File: src/design/mlp_forward_inference_core_assert.svh
// Assertion macros for the block's top-level file.
`ifndef MLP_FORWARD_INFERENCE_CORE_ASSERT_SVH
`define MLP_FORWARD_INFERENCE_CORE_ASSERT_SVH

// Two signals may never be high together.
`define MFI_ASSERT_EXCL(label, clk, rstn, a, b) \
    label: assert property (@(posedge clk) disable iff (!rstn) !((a) && (b))) \
        else $error("mutually exclusive signals both high");

// A condition implies another in the next cycle.
`define MFI_ASSERT_NEXT(label, clk, rstn, a, b) \
    label: assert property (@(posedge clk) disable iff (!rstn) (a) |=> (b)) \
        else $error("expected follow-up condition missing");

// A condition implies another in the same cycle.
`define MFI_ASSERT_IMPL(label, clk, rstn, a, b) \
    label: assert property (@(posedge clk) disable iff (!rstn) (a) |-> (b)) \
        else $error("implication violated");

`endif

File: src/design/mfi_pkg.sv
package mfi_pkg;

    localparam int MaxLayers = 4;
    localparam int MaxWidth  = 16;
    localparam int DataWidth = 16;

    localparam int LayerBits = $clog2(MaxLayers);
    localparam int IdxBits   = $clog2(MaxWidth);
    localparam int WAddrBits = LayerBits + 2 * IdxBits;
    localparam int BAddrBits = LayerBits + IdxBits;
    localparam int AccBits   = 2 * DataWidth + IdxBits + 1;

    typedef enum logic [1:0] {
        CMD_WEIGHT = 2'd0,
        CMD_BIAS   = 2'd1,
        CMD_INPUT  = 2'd2,
        CMD_NONE   = 2'd3
    } cmd_t;

    typedef enum logic [1:0] {
        ACT_SIGMOID = 2'd0,
        ACT_RELU    = 2'd1,
        ACT_LINEAR  = 2'd2,
        ACT_STEP    = 2'd3
    } act_t;

    localparam logic [2:0] REG_LAYERS = 3'd0;
    localparam logic [2:0] REG_WIDTH0 = 3'd1;
    localparam logic [2:0] REG_WIDTH3 = 3'd4;
    localparam logic [2:0] REG_ACT    = 3'd5;

    // Control from sequencer to the MAC datapath.
    typedef struct packed {
        logic clear;   // start a new dot product
        logic mac;     // accumulate one product
        logic finish;  // form the neuron result
    } mac_ctl_t;

    function automatic logic [8:0] sig_tab(input logic [5:0] k);
        logic [8:0] t;
        case (k)
            6'd0: t = 9'd128;  6'd1: t = 9'd144;  6'd2: t = 9'd159;
            6'd3: t = 9'd174;  6'd4: t = 9'd187;  6'd5: t = 9'd199;
            6'd6: t = 9'd209;  6'd7: t = 9'd218;  6'd8: t = 9'd225;
            6'd9: t = 9'd232;  6'd10: t = 9'd237; 6'd11: t = 9'd241;
            6'd12: t = 9'd244; 6'd13: t = 9'd246; 6'd14: t = 9'd248;
            6'd15: t = 9'd250; 6'd16: t = 9'd251; 6'd17: t = 9'd252;
            6'd18: t = 9'd253; 6'd19: t = 9'd254; 6'd20: t = 9'd254;
            6'd21: t = 9'd255; 6'd22: t = 9'd255; 6'd23: t = 9'd255;
            6'd24: t = 9'd255;
            default: t = 9'd256;
        endcase
        return t;
    endfunction

    function automatic logic signed [DataWidth-1:0] activate(
        input act_t code, input logic signed [DataWidth-1:0] x);
        logic [DataWidth:0] m;
        logic [8:0] t0;
        logic [8:0] t1;
        logic [15:0] prod;
        logic [8:0] s;
        logic signed [DataWidth-1:0] r;
        m = x[DataWidth-1] ? (DataWidth+1)'(-$signed({x[DataWidth-1], x}))
                           : (DataWidth+1)'({1'b0, x});
        t0 = sig_tab(m[11:6]);
        t1 = sig_tab(6'(m[11:6] + 6'd1));
        prod = 16'(t1 - t0) * 16'(m[5:0]);
        if (m >= (DataWidth+1)'(2048)) begin
            s = 9'd256;
        end else begin
            s = 9'(t0 + 9'(prod >> 6));
        end
        case (code)
            ACT_SIGMOID: r = x[DataWidth-1] ? DataWidth'(9'd256 - s) : DataWidth'(s);
            ACT_RELU:    r = (x > 0) ? x : '0;
            ACT_LINEAR:  r = x;
            default:     r = x[DataWidth-1] ? '0 : DataWidth'(256);
        endcase
        return r;
    endfunction

endpackage

File: src/design/mfi_mac.sv
// Shared multiply-accumulate unit: one product per cycle, then scale, bias,
// saturate and, when act_en is set, activate in the finishing cycle.
module mfi_mac (
    input  logic                                 aclk,
    input  mfi_pkg::mac_ctl_t                    ctl,
    input  logic signed [mfi_pkg::DataWidth-1:0] x_in,
    input  logic signed [mfi_pkg::DataWidth-1:0] w_in,
    input  logic signed [mfi_pkg::DataWidth-1:0] b_in,
    input  logic                                 act_en,
    input  mfi_pkg::act_t                        act_code,
    output logic signed [mfi_pkg::DataWidth-1:0] y_out
);
    localparam int AB = mfi_pkg::AccBits;
    localparam int DW = mfi_pkg::DataWidth;

    logic signed [AB-1:0] acc_reg;
    logic signed [AB-1:0] acc_next;
    logic signed [AB-1:0] scaled;
    logic signed [DW-1:0] sat;
    logic signed [DW-1:0] y_reg;
    logic signed [DW-1:0] y_next;

    always_comb begin
        acc_next = acc_reg;
        if (ctl.clear) begin
            acc_next = '0;
        end else if (ctl.mac) begin
            acc_next = acc_reg + AB'(x_in * w_in);
        end
        // Arithmetic shift floors toward minus infinity.
        scaled = (acc_reg >>> 8) + AB'(b_in);
        if (scaled > AB'(signed'((1 << (DW - 1)) - 1))) begin
            sat = {1'b0, {(DW-1){1'b1}}};
        end else if (scaled < -AB'(signed'(1 << (DW - 1)))) begin
            sat = {1'b1, {(DW-1){1'b0}}};
        end else begin
            sat = DW'(scaled);
        end
        y_next = act_en ? mfi_pkg::activate(act_code, sat) : sat;
    end

    always_ff @(posedge aclk) begin
        acc_reg <= acc_next;
        if (ctl.finish) begin
            y_reg <= y_next;
        end
    end

    assign y_out = y_reg;
endmodule

File: config.mk
export PLATFORM = sky130hd
export DESIGN_NAME = mfi_mac
export DESIGN_NICKNAME = d
export VERILOG_FILES = /design/src/design/mlp_forward_inference_core_assert.svh /design/src/design/mfi_pkg.sv /design/src/design/mfi_mac.sv
export SDC_FILE = /design/constraint.sdc
export NUM_CORES = 1
export LEC_CHECK = 0
export ABC_AREA = 1
export ABC_CLOCK_PERIOD_IN_PS = 31000
export BUFFER_PORTS_ARGS = -buffer_cell sky130_fd_sc_hd__buf_2
export CORE_ASPECT_RATIO = 1.5
export CORE_MARGIN = 2
export CORE_UTILIZATION = 30
export CTS_BUF_LIST = sky130_fd_sc_hd__clkbuf_16
export DETAILED_ROUTE_END_ITERATION = 8
export PLACE_DENSITY_LB_ADDON = 0.25
export REMOVE_ABC_BUFFERS = 1
export SLEW_MARGIN = 0
export SYNTH_ARGS = -nofsm -noshare
export SYNTH_HDL_FRONTEND = slang
export SYNTH_SLANG_ARGS = --single-unit
export TNS_END_PERCENT = 50
File: constraint.sdc
create_clock -name aclk -period 31 [get_ports aclk]
set_input_delay 7.75 -clock aclk [delete_from_list [all_inputs] [get_ports aclk]]
set_output_delay 7.75 -clock aclk [all_outputs]
set_load 0.1 [all_outputs]
==> flow_summary.json <==
{
  "status": "completed",
  "hpwl_um": 47300,
  "tns_ns": 0,
  "fin_crit_sh_pct": 64.6,
  "cp-startpoint": "b_in[15]",
  "postCtsSetupBuffers": 0,
  "hp-class": "reg -> reg",
  "critical_path_class": "in -> reg",
  "yosys_most_used_dff": "dfxtp_1",
  "dp_slack_ns": 10.62,
  "grt_pass1_wl_um": 92000,
  "fin_skew_ns": 0.0211,
  "crit_family": "adder cells",
  "grt_util_met2_pct": 34.4,
  "grt.met3_usage_pct": 0.959,
  "wl_per_cell_um": 14.9,
  "grt.busiest_layer": "met2",
  "cts_max_level": 2,
  "port_buffers": 70,
  "slew_violations": 0,
  "die_h_um": 323,
  "slowest_delay_ns": 0.54,
  "syn_avg_cell_area_um2": 7.41,
  "grt_start_max_net_pins": 39,
  "setup_slack_ns": 10.98,
  "fin_crit_ns": 20.02,
  "reg2reg_from": "acc_reg[8]",
  "drt_iter0_drc": 646,
  "met1_usage_pct": 17.4,
  "rows": 117,
  "holdWs_ns": 0.539,
  "critPathLaunchType": "primary input",
  "pin_count": 71,
  "grt_antenna_before_repair": 1,
  "max-slew-margin-rel_pct": 28.4,
  "globalplace.congestion": 0.907,
  "firstDrtPassIters": 5,
  "syn_inst": 2749,
  "clockBufferDepth": 2,
  "final_nets": 3358,
  "cts_buffers": 5,
  "arrival_ns": 20.08,
  "post-route-drc-count": 0,
  "track_usage_pct": 16.6,
  "cp_slowest_cell": "fa_1",
  "largest_reg_flops": 37,
  "synth_largest_area_cell": "fa_1",
  "worst-path-buf-inv": 9,
  "path_common_cell": "nand2_1",
  "worstPathMaxFanout": 37,
  "grt_pass1_vias": 18300,
  "end_kind": "register",
  "fp.dieArea_um2": 70000,
  "worstHoldStart": "acc_reg[1]",
  "cp_data_required_time_ns": 31.05,
  "synth_edf_count": 16,
  "cts_tree": "built",
  "cts-root-buf": "clkbuf_16",
  "ant_nets": 0,
  "core_area_um2": 67500,
  "synth.cell_area_um2": 20400,
  "drive_above_1_share_pct": 7.08,
  "ctsResizeCount": 0,
  "ys_types": 62,
  "viasPerCell": 4.49,
  "initial_utilization_pct": 30.2,
  "setup_viol": 0,
  "post-synth-top-area-fraction_pct": 35.2,
  "clkTransAtPathRegs_ns": 0.07,
  "ys_ff_latch": 53,
  "yosysWarningCount": 0,
  "vias": 16400,
  "die_x_um": 217,
  "grt_overflow_total": 0,
  "worst_pin_slew_ns": 1.07,
  "cts_hold_buf": 0,
  "yosysSeqAreaShare_pct": 6.00,
  "wl_um": 54400,
  "cts_sinks": 53,
  "syn_to_final_growth_pct": 6.59,
  "clock_latency_ns": 0.33,
  "fmax_mhz": 49.9,
  "maxCapViolations": 0,
  "hold_viol": 0,
  "insertedDiodeCount": 0,
  "rsz0062_at_grt": "false",
  "yosys-top-cells-area": "fa_1, inv_1, nand2_1, ha_1, nor2_1",
  "async_reset_ff_share_pct": 0
}
path summary, 6_finish.rpt:
path / endpoint / cells after the start / slack [ns]
max: y_out[11] / 69 / 10.98
min reg2reg: acc_reg[1] / 2 / 0.54
max reg2reg: y_out[11] / 71 / 17.95
min: acc_reg[1] / 2 / 0.54
cell families (layout without fill, tap and decap cells):
kind of cell    Yosys count  in the layout  share of synthesized area [%]
compound gates          253            253                           7.05
xor+xnor                 83             83                           3.79
fa+ha+maj               549            549                           46.9
buf+inv                 756            762                           14.2
flops                    53             53                           6.00
simple gates           1055           1055                           22.1
worst min-delay path: cells and delay by family, from the launching register on:
| kind | cells | cell delay [ns] |
|---|---|---|
| AOI/OAI and AO/OA | 1 | 0.08 |
| DFF | 1 | 0.35 |
| and+or+nand+nor | 1 | 0.08 |
cell usage after synthesis (33+ instances only):
cell and count:
a21oi_1 86, clkbuf_1 63, dfxtp_1 37, fa_1 358, ha_1 191, inv_1 652, nand2_1 641, nand3_1 79
nor2_1 226, o21ai_0 80, xnor2_1 33, xor2_1 47
metrics by stage:
step / instance area (µm²) / instances / util, %
CTS: 21700 / 3647 / 32.2
global route: 21700 / 3647 / 32.2
floorplan: 20000 / 2674 / -
detailed placement: 21500 / 3639 / 31.9
global placement: 21500 / 3639 / 31.9
finish: 21700 / 3647 / 32.2
final cells by class:
cell class | instances | area (µm²)
multi-input cells | 1940 | 16300
flip-flops and latches | 53 | 1220
fillers | 7319 | 45800
clock inverters | 3 | 50.0
well taps | 892 | 1120
repair buffers | 73 | 373
clock buffers | 5 | 125
inverters | 681 | 2560
per-layer routing:
metal | vias to the layer above | part of all wire [%] | wire (µm)
met1 | 7935 | 38 | 20400
met5 | - | 0.020 | 11
met4 | 2 | 3.4 | 1870
li1 | 8164 | - | -
met2 | 182 | 58 | 31300
met3 | 80 | 1.5 | 800
cells in the final DEF (no fill, tap or decap), types with 4 or more instances in the layout:
cell | netlist | layout
nor3_1 | 11 | 11
inv_2 | 23 | 23
o21ai_0 | 80 | 80
o21bai_1 | 10 | 10
o31ai_1 | 6 | 6
clkbuf_16 | 0 | 5
o21ai_1 | 29 | 29
a31oi_1 | 7 | 7
nand2_4 | 4 | 4
edfxtp_1 | 16 | 16
nand3_1 | 79 | 79
nor2_1 | 226 | 226
nor2_4 | 4 | 4
xor2_1 | 47 | 47
a21oi_1 | 86 | 86
nor2_2 | 14 | 14
nand2_1 | 641 | 641
xnor2_1 | 33 | 33
or2_2 | 22 | 22
fa_1 | 358 | 358
and2_1 | 5 | 5
nand2_2 | 15 | 15
ha_1 | 191 | 191
inv_1 | 652 | 652
a21o_1 | 6 | 6
nand4_1 | 11 | 11
buf_2 | 3 | 70
dfxtp_1 | 37 | 37
nand3_2 | 9 | 9
Power is not shown: default switching activity piles up to over one toggle a cycle in this logic, so the estimate is an artifact.
